$ cat config.mk
export PLATFORM = sky130hd
export DESIGN_NAME = delayed_kicker_pulse_scheduler_top
export DESIGN_NICKNAME = d
export VERILOG_FILES = /design/src/sv/dkps_pkg.sv /design/src/sv/dkps_csr.sv /design/src/sv/dkps_core.sv /design/src/sv/delayed_kicker_pulse_scheduler_top.sv
export SDC_FILE = /design/constraint.sdc
export NUM_CORES = 1
export LEC_CHECK = 0
export ABC_AREA = 1
export BUFFER_PORTS_ARGS = -buffer_cell sky130_fd_sc_hd__buf_2
export CORE_ASPECT_RATIO = 1.25
export CORE_MARGIN = 5
export CORE_UTILIZATION = 50
export DETAILED_ROUTE_END_ITERATION = 10
export GPL_TIMING_DRIVEN = 0
export MAX_ROUTING_LAYER = met4
export PLACE_DENSITY_LB_ADDON = 0.05
export RECOVER_POWER = 50
export SLEW_MARGIN = 20
export SYNTH_ARGS = -nofsm -noshare
export SYNTH_HDL_FRONTEND = slang
export SYNTH_SLANG_ARGS = --single-unit
$ cat constraint.sdc
create_clock -name clock -period 2.79 [get_ports clock]
set_clock_uncertainty 0.1 [all_clocks]
set_input_delay 0.558 -clock clock [delete_from_list [all_inputs] [get_ports clock]]
set_output_delay 0.558 -clock clock [all_outputs]
set_load 0.03 [all_outputs]
$ cat src/sv/dkps_pkg.sv
// Shared types and constants for the delayed kicker pulse scheduler.
// No dependencies; imported by every module of the block.
package dkps_pkg;

   localparam int NUM_KICKERS      = 2;
   localparam int SLOTS_PER_KICKER = 2;
   localparam int COUNT_BITS       = 16;
   localparam int FIELD_BITS       = 16;
   localparam int CSR_INDEX_BITS   = 8;

   localparam logic [CSR_INDEX_BITS-1:0] CSR_HOLD_FIRST  = CSR_INDEX_BITS'(0);
   localparam logic [CSR_INDEX_BITS-1:0] CSR_HOLD_SECOND = CSR_INDEX_BITS'(1);

   localparam logic [FIELD_BITS-1:0] HOLD_RESET = FIELD_BITS'(10);

   typedef logic [COUNT_BITS-1:0] count_type;

   typedef struct packed {
      logic                  is_arm;
      logic                  kicker;
      logic                  slot;
      logic [FIELD_BITS-1:0] delay;
   } dkps_req_type;

   typedef struct packed {
      logic first_on;
      logic second_on;
      logic first_started;
      logic second_started;
      logic first_stopped;
      logic second_stopped;
   } dkps_rsp_type;

endpackage

$ cat src/sv/dkps_csr.sv
// Hold-time configuration registers of the kicker scheduler.
// Depends on dkps_pkg.
module dkps_csr
   import dkps_pkg::*;
(
   input  logic                                  clock,
   input  logic                                  reset,
   input  logic                                  csr_valid,
   output logic                                  csr_ready,
   input  logic [CSR_INDEX_BITS-1:0]             csr_index,
   input  logic [FIELD_BITS-1:0]                 csr_data,
   output logic [NUM_KICKERS-1:0][COUNT_BITS-1:0] hold_cfg
);

   logic [FIELD_BITS-1:0] hold_first_ff, hold_first_in;
   logic [FIELD_BITS-1:0] hold_second_ff, hold_second_in;

   assign csr_ready = 1'b1;

   always_comb begin
      hold_first_in  = hold_first_ff;
      hold_second_in = hold_second_ff;
      if (csr_valid && csr_ready) begin
         case (csr_index)
            CSR_HOLD_FIRST:  hold_first_in  = csr_data;
            CSR_HOLD_SECOND: hold_second_in = csr_data;
            default: ;
         endcase
      end
   end

   always_ff @(posedge clock) begin
      if (reset) begin
         hold_first_ff  <= HOLD_RESET;
         hold_second_ff <= HOLD_RESET;
      end else begin
         hold_first_ff  <= hold_first_in;
         hold_second_ff <= hold_second_in;
      end
   end

   assign hold_cfg[0] = COUNT_BITS'(hold_first_ff);
   assign hold_cfg[1] = COUNT_BITS'(hold_second_ff);

endmodule

$ cat src/sv/dkps_core.sv
// Delay slots, hold counters and drive levels; one transaction per fire.
// Depends on dkps_pkg.
module dkps_core
   import dkps_pkg::*;
(
   input  logic                                  clock,
   input  logic                                  reset,
   input  logic                                  fire,
   input  dkps_req_type                          req,
   input  logic [NUM_KICKERS-1:0][COUNT_BITS-1:0] hold_cfg,
   output dkps_rsp_type                          rsp
);

   count_type slot_ff [NUM_KICKERS][SLOTS_PER_KICKER];
   count_type slot_in [NUM_KICKERS][SLOTS_PER_KICKER];
   count_type hold_ff [NUM_KICKERS];
   count_type hold_in [NUM_KICKERS];
   logic [NUM_KICKERS-1:0] lvl_ff, lvl_in;
   logic [NUM_KICKERS-1:0] started, stopped;
   count_type hold_mid [NUM_KICKERS];
   logic [NUM_KICKERS-1:0] lvl_mid;

   always_comb begin
      for (int k = 0; k < NUM_KICKERS; k++) begin
         started[k]  = 1'b0;
         stopped[k]  = 1'b0;
         hold_in[k]  = hold_ff[k];
         hold_mid[k] = hold_ff[k];
         lvl_mid[k]  = lvl_ff[k];
         lvl_in[k]   = lvl_ff[k];
         for (int s = 0; s < SLOTS_PER_KICKER; s++) begin
            slot_in[k][s] = slot_ff[k][s];
         end
         if (req.is_arm) begin
            for (int s = 0; s < SLOTS_PER_KICKER; s++) begin
               if ((32'(req.kicker) == k) && (32'(req.slot) == s)) begin
                  slot_in[k][s] = COUNT_BITS'(req.delay);
               end
            end
         end else begin
            for (int s = 0; s < SLOTS_PER_KICKER; s++) begin
               if (slot_ff[k][s] != '0) begin
                  slot_in[k][s] = slot_ff[k][s] - 1'b1;
                  if (slot_ff[k][s] == COUNT_BITS'(1)) begin
                     started[k] = 1'b1;
                  end
               end
            end
            if (started[k]) begin
               hold_mid[k] = hold_cfg[k];
               lvl_mid[k]  = 1'b1;
            end
            hold_in[k] = hold_mid[k];
            lvl_in[k]  = lvl_mid[k];
            if (hold_mid[k] != '0) begin
               hold_in[k] = hold_mid[k] - 1'b1;
               if (hold_mid[k] == COUNT_BITS'(1)) begin
                  lvl_in[k]  = 1'b0;
                  stopped[k] = 1'b1;
               end
            end
         end
      end
   end

   always_ff @(posedge clock) begin
      if (reset) begin
         for (int k = 0; k < NUM_KICKERS; k++) begin
            hold_ff[k] <= '0;
            for (int s = 0; s < SLOTS_PER_KICKER; s++) begin
               slot_ff[k][s] <= '0;
            end
         end
         lvl_ff <= '0;
      end else if (fire) begin
         hold_ff <= hold_in;
         slot_ff <= slot_in;
         lvl_ff  <= lvl_in;
      end
   end

   assign rsp.first_on       = lvl_in[0];
   assign rsp.second_on      = lvl_in[1];
   assign rsp.first_started  = started[0];
   assign rsp.second_started = started[1];
   assign rsp.first_stopped  = stopped[0];
   assign rsp.second_stopped = stopped[1];

   // a stop always leaves the kicker off
   a_stop_off: assert property (@(posedge clock) disable iff (reset)
      fire && rsp.first_stopped |=> !lvl_ff[0])
      else $error("first kicker on after stop");

   // an expiry with a hold time above one leaves the kicker on
   a_start_on: assert property (@(posedge clock) disable iff (reset)
      fire && rsp.second_started && (hold_cfg[1] > COUNT_BITS'(1)) |=> lvl_ff[1])
      else $error("second kicker off after start");

   // arm transactions never produce events
   a_arm_quiet: assert property (@(posedge clock) disable iff (reset)
      fire && req.is_arm |-> (started == '0) && (stopped == '0))
      else $error("event on arm transaction");

   // idle hold counter and no expiry: level holds
   a_lvl_hold: assert property (@(posedge clock) disable iff (reset)
      fire && !req.is_arm && (hold_ff[0] == '0) && !started[0]
      |=> lvl_ff[0] == $past(lvl_ff[0]))
      else $error("first kicker level changed without cause");

endmodule

$ cat src/sv/delayed_kicker_pulse_scheduler_top.sv
// Top level of the delayed kicker pulse scheduler.
// Depends on dkps_pkg, dkps_csr and dkps_core.
//
// Usage:
//   req_* channel: one transaction is a timer tick (req_type = 0) or an arm
//   (req_type = 1) that loads req_delay_ticks into slot req_slot of kicker
//   req_kicker; a delay of 0 cancels that slot.
//   rsp_* channel: one result per request with both drive levels and the
//   start/stop events of that tick (events are 0 for an arm).
//   csr_* port: index 0 and 1 set the hold time of the first and second
//   kicker; other indexes are ignored. csr_ready is always high.
// Pipeline: an accepted request is held in the input register, then its
//   result in the result register, and rsp_valid rises when that is loaded.
//   Throughput: one transaction per cycle while rsp_stall is low; state
//   update happens in the single pass between the two registers.
// Reset: synchronous; clears all slots, hold counters and levels, both
//   hold times return to 10, and both channels empty.
// Stall: while rsp_stall holds a waiting result, the input register keeps
//   one more transaction and req_stall rises only when both are full.
module delayed_kicker_pulse_scheduler_top
   import dkps_pkg::*;
(
   input  logic                      clock,
   input  logic                      reset,
   input  logic                      req_valid,
   output logic                      req_stall,
   input  logic                      req_type,
   input  logic                      req_kicker,
   input  logic                      req_slot,
   input  logic [FIELD_BITS-1:0]     req_delay_ticks,
   output logic                      rsp_valid,
   input  logic                      rsp_stall,
   output logic                      rsp_first_on,
   output logic                      rsp_second_on,
   output logic                      rsp_first_started,
   output logic                      rsp_second_started,
   output logic                      rsp_first_stopped,
   output logic                      rsp_second_stopped,
   input  logic                      csr_valid,
   output logic                      csr_ready,
   input  logic [CSR_INDEX_BITS-1:0] csr_index,
   input  logic [FIELD_BITS-1:0]     csr_data
);

   logic [NUM_KICKERS-1:0][COUNT_BITS-1:0] hold_cfg;
   logic         in_valid_ff, in_valid_in;
   dkps_req_type in_req_ff;
   logic         out_valid_ff, out_valid_in;
   dkps_rsp_type out_rsp_ff;
   dkps_rsp_type core_rsp;
   logic         out_free, advance, req_fire;

   dkps_csr u_csr (
      .clock     (clock),
      .reset     (reset),
      .csr_valid (csr_valid),
      .csr_ready (csr_ready),
      .csr_index (csr_index),
      .csr_data  (csr_data),
      .hold_cfg  (hold_cfg)
   );

   assign out_free  = !out_valid_ff || !rsp_stall;
   assign advance   = in_valid_ff && out_free;
   assign req_stall = in_valid_ff && !out_free;
   assign req_fire  = req_valid && !req_stall;

   dkps_core u_core (
      .clock    (clock),
      .reset    (reset),
      .fire     (advance),
      .req      (in_req_ff),
      .hold_cfg (hold_cfg),
      .rsp      (core_rsp)
   );

   assign in_valid_in  = req_fire || (in_valid_ff && !advance);
   assign out_valid_in = advance || (out_valid_ff && rsp_stall);

   always_ff @(posedge clock) begin
      if (reset) begin
         in_valid_ff  <= 1'b0;
         out_valid_ff <= 1'b0;
      end else begin
         in_valid_ff  <= in_valid_in;
         out_valid_ff <= out_valid_in;
      end
   end

   always_ff @(posedge clock) begin
      if (req_fire) begin
         in_req_ff.is_arm <= req_type;
         in_req_ff.kicker <= req_kicker;
         in_req_ff.slot   <= req_slot;
         in_req_ff.delay  <= req_delay_ticks;
      end
      if (advance) begin
         out_rsp_ff <= core_rsp;
      end
   end

   assign rsp_valid          = out_valid_ff;
   assign rsp_first_on       = out_rsp_ff.first_on;
   assign rsp_second_on      = out_rsp_ff.second_on;
   assign rsp_first_started  = out_rsp_ff.first_started;
   assign rsp_second_started = out_rsp_ff.second_started;
   assign rsp_first_stopped  = out_rsp_ff.first_stopped;
   assign rsp_second_stopped = out_rsp_ff.second_stopped;

   // input register never overwritten while its transaction waits
   a_no_drop: assert property (@(posedge clock) disable iff (reset)
      in_valid_ff && !advance |-> !req_fire)
      else $error("input transaction overwritten");

   // a stalled result stays valid
   a_rsp_hold: assert property (@(posedge clock) disable iff (reset)
      rsp_valid && rsp_stall |=> rsp_valid)
      else $error("stalled result dropped");

   // input side is stalled only when both registers are full
   a_stall_full: assert property (@(posedge clock) disable iff (reset)
      req_stall |-> in_valid_ff && out_valid_ff)
      else $error("stall without full pipeline");

endmodule
==> results by group <==
Yosys
  • Gate Count Post-Synth: 1285
  • Main synth FF type: dfxtp_1
  • EDFF count, synth: 25
  • Synth Register Bits: 157
  • YS warnings: 0
  • Share of flip-flops with an asynchronous set or reset: 0
  • Cell with the most instances after synthesis: nand2_1
  • Area share of the largest cell type after synthesis: 0.292
  • Seq/Total Area, Yosys: 0.375
  • Netlist cell types: 43
  • Area of the mapped netlist: 9040 um2
  • Avg Cell Area, Syn: 7.04 um2
  • Post-synth top area cell: dfxtp_1
  • Area contributors post-synth: dfxtp_1 29%, nand2_1 10%, o21ai_0 9.0%, edfxtp_1 8.3%, a21oi_1 5.4%
  • Post-Synthesis Net Count: 1349
  • Synth top cells by count: 252 x nand2_1, 162 x o21ai_0, 132 x dfxtp_1

Die
  • I/O pins: 57
  • Die area: 20900 um2
  • Die Ht: 160 um
  • Die X: 130 um
  • Core area: 18000 um2
  • Rows: 55
  • Starting Density: 0.504

Power
  • PD cells: 643 nW/um2
  • Pleak: 4.69 nW
  • Total power: 6.65 mW
  • VDD IR max: 0.429 mV

Final layout
  • Final Non-Filler Cells: 1605
  • Ant diodes: 0
  • Nets: 1428
  • Final Util: 0.576
  • Area added between synthesis and finish: 14.3%
  • Layout cells sized above 1: 0.147

Min path
  • Worst Hold Class: input port to register

Clocking
  • Worst skew pair latency: 0.44 ns
  • CTS Sinks: 157
  • Clk root buf: clkbuf_16
  • CTS tree: done
  • Worst-path clk slew: 0.07 ns
  • CTS Buf Count: 17
  • Clock tree buffer depth: 2
  • H-tree depth: 4

Placement
  • Placed cell count: 1567
  • Number of port buffers: 54
  • DP Worst Slack: -0.459 ns
  • Final GP Congestion: 0.930
  • DP HPWL: 19900 um

STA
  • Slew Viols, Final: 0
  • Max Clk Rate: 373 MHz
  • Fin. Hold Viols: 0
  • Period minus WS final: 2.68 ns
  • Slew @ Worst Pin: 0.748 ns
  • RSZ-0062 raised after global routing: true
  • Hold_ws: 0.193 ns
  • Worst Setup Slack, final: 0.106 ns
  • Slew margin rel.: 0.501
  • Final setup viols: 0
  • Post-route clock period utilization: 0.962

Global routing
  • Via count of the first global-routing pass: 8228
  • All-layer global routing usage: 0.262
  • Total gr overflow: 0
  • Largest net degree at the start of global routing: 20
  • First-pass GRT wire length: 41800 um
  • Initial antenna violation count: 0

Worst setup path
  • Critical Path RT: 3.05 ns
  • CP startpoint: in_req_ff[18]
  • FF-to-FF Start: in_req_ff[18]
  • R2R Setup Slk: 0.11 ns
  • Critical path class: register to register
  • Max FO, Critical Path: 10
  • Startpoint types: register
  • R2r endpoint: u_core.slot_ff[35]
  • R2R depth: 9
  • Setup crit end: u_core.slot_ff[35]
  • Crit end category: register
  • Crit path DAT: 2.94 ns

Status
  • Status: completed

Drt
  • Routed Wire Length: 26800 um
  • First-pass detailed-route iteration total: 9
  • Vias: 8856
  • Initial DRC Count: 697
  • Post-route DRC: 0
  • Post-route ant nets: 0
  • Vias per cell: 5.52
  • Drt wl/cell: 16.7 um

Flow run
  • Maxcap violations: 0
## flip-flops by register name (all words and copies together), names as in the netlist
| signal | cells |
|---|---|
| rsp_second_stopped | 1 |
| u_core.hold_ff | 32 |
| u_core.slot_ff | 64 |
| rsp_valid | 1 |
| rsp_first_started | 1 |
| u_csr.hold_first_ff | 16 |
| rsp_second_on | 1 |
| rsp_first_stopped | 1 |
| rsp_second_started | 1 |
| u_core.lvl_ff | 2 |
| in_valid_ff | 1 |
| u_csr.hold_second_ff | 16 |
| rsp_first_on | 1 |
| in_req_ff | 19 |
## where the power goes
part           switching [mW]  internal [mW]
sequential             0.0933           2.43
combinational            1.15          0.592
clock                    1.10           1.28
total                    2.35           4.30
## per-layer routing
metal / global-route usage / share of wire
met5: - / 0
met3: 0.0383 / 0.045
met2: 0.444 / 0.51
met4: 0.109 / 0.031
met1: 0.307 / 0.41
## what timing repair did
item,in CTS,in global routing
cloned,0,0
hold buffers,0,0
pin swaps,1,7
endpoints found under the setup margin,52,67
setup buffers,3,3
resized for setup,7,23
## kinds of logic (layout without fill, tap and decap cells)
logic type	after synthesis	in the layout	synth area share
buffers and inverters	188	280	0.0854
xor gates and xnor gates	37	37	0.0358
adders and majority gates	16	16	0.0221
DFF	157	157	0.375
other	1	1	0.000415
and+or+nand+nor	573	573	0.299
AOI/OAI and AO/OA	313	313	0.182
## area by class of cell
type / instances / area, um2
buffer: 56 / 279
clock buffer: 17 / 425
clock inverter: 15 / 171
fill: 1758 / 7620
inverter: 132 / 497
multi-input combinational: 940 / 4970
sequential: 157 / 3400
tap: 228 / 285
timing repair buffer: 60 / 318
## per-stage QoR
stage,cell area [um2],setup TNS (ns)
floorplan,9040,0
global placement,9600,-25.47
detailed placement,9600,-25.94
CTS,10300,-0.280
global route,10300,-0.0666
finish,10300,0
## how the worst min path moves through the flow
stage,startpoint,to,depth (start not counted)
after floorplan,u_csr.hold_first_ff[2],u_csr.hold_first_ff[2],2
after CTS,req_delay_ticks[12],in_req_ff[12],1
after detailed placement,u_csr.hold_first_ff[2],u_csr.hold_first_ff[2],2
after global placement,u_csr.hold_first_ff[2],u_csr.hold_first_ff[2],2
final,req_delay_ticks[12],in_req_ff[12],1
after global routing,req_delay_ticks[0],in_req_ff[0],1
## worst max-delay path, cell delays in order, from the launching register on
cell and delay [ns]:
edfxtp_1 0.51, inv_1 0.21, clkbuf_1 0.52, a21oi_1 0.08, nor2_1 0.22, nand2_1 0.15
inv_1 0.10, clkbuf_1 0.46, nand2_1 0.10, a21oi_1 0.16
## layout by cell type (no fill, tap or decap), types with 11 or more instances in the layout
cell	instances
ha_1	14
nand2_1	243
nor2_1	125
nor3_1	25
dfxtp_1	129
nor2_4	14
a21oi_1	98
nand3_1	61
buf_2	52
nor2_2	22
xnor2_1	18
nand3_2	12
xor2_1	19
clkbuf_16	17
o21ai_0	162
a31oi_1	36
edfxtp_1	25
nand3b_1	16
inv_1	126
nand4_1	11
clkbuf_1	47
nand2_2	26
No activity file was read; power rests on OpenSTA's default activity.
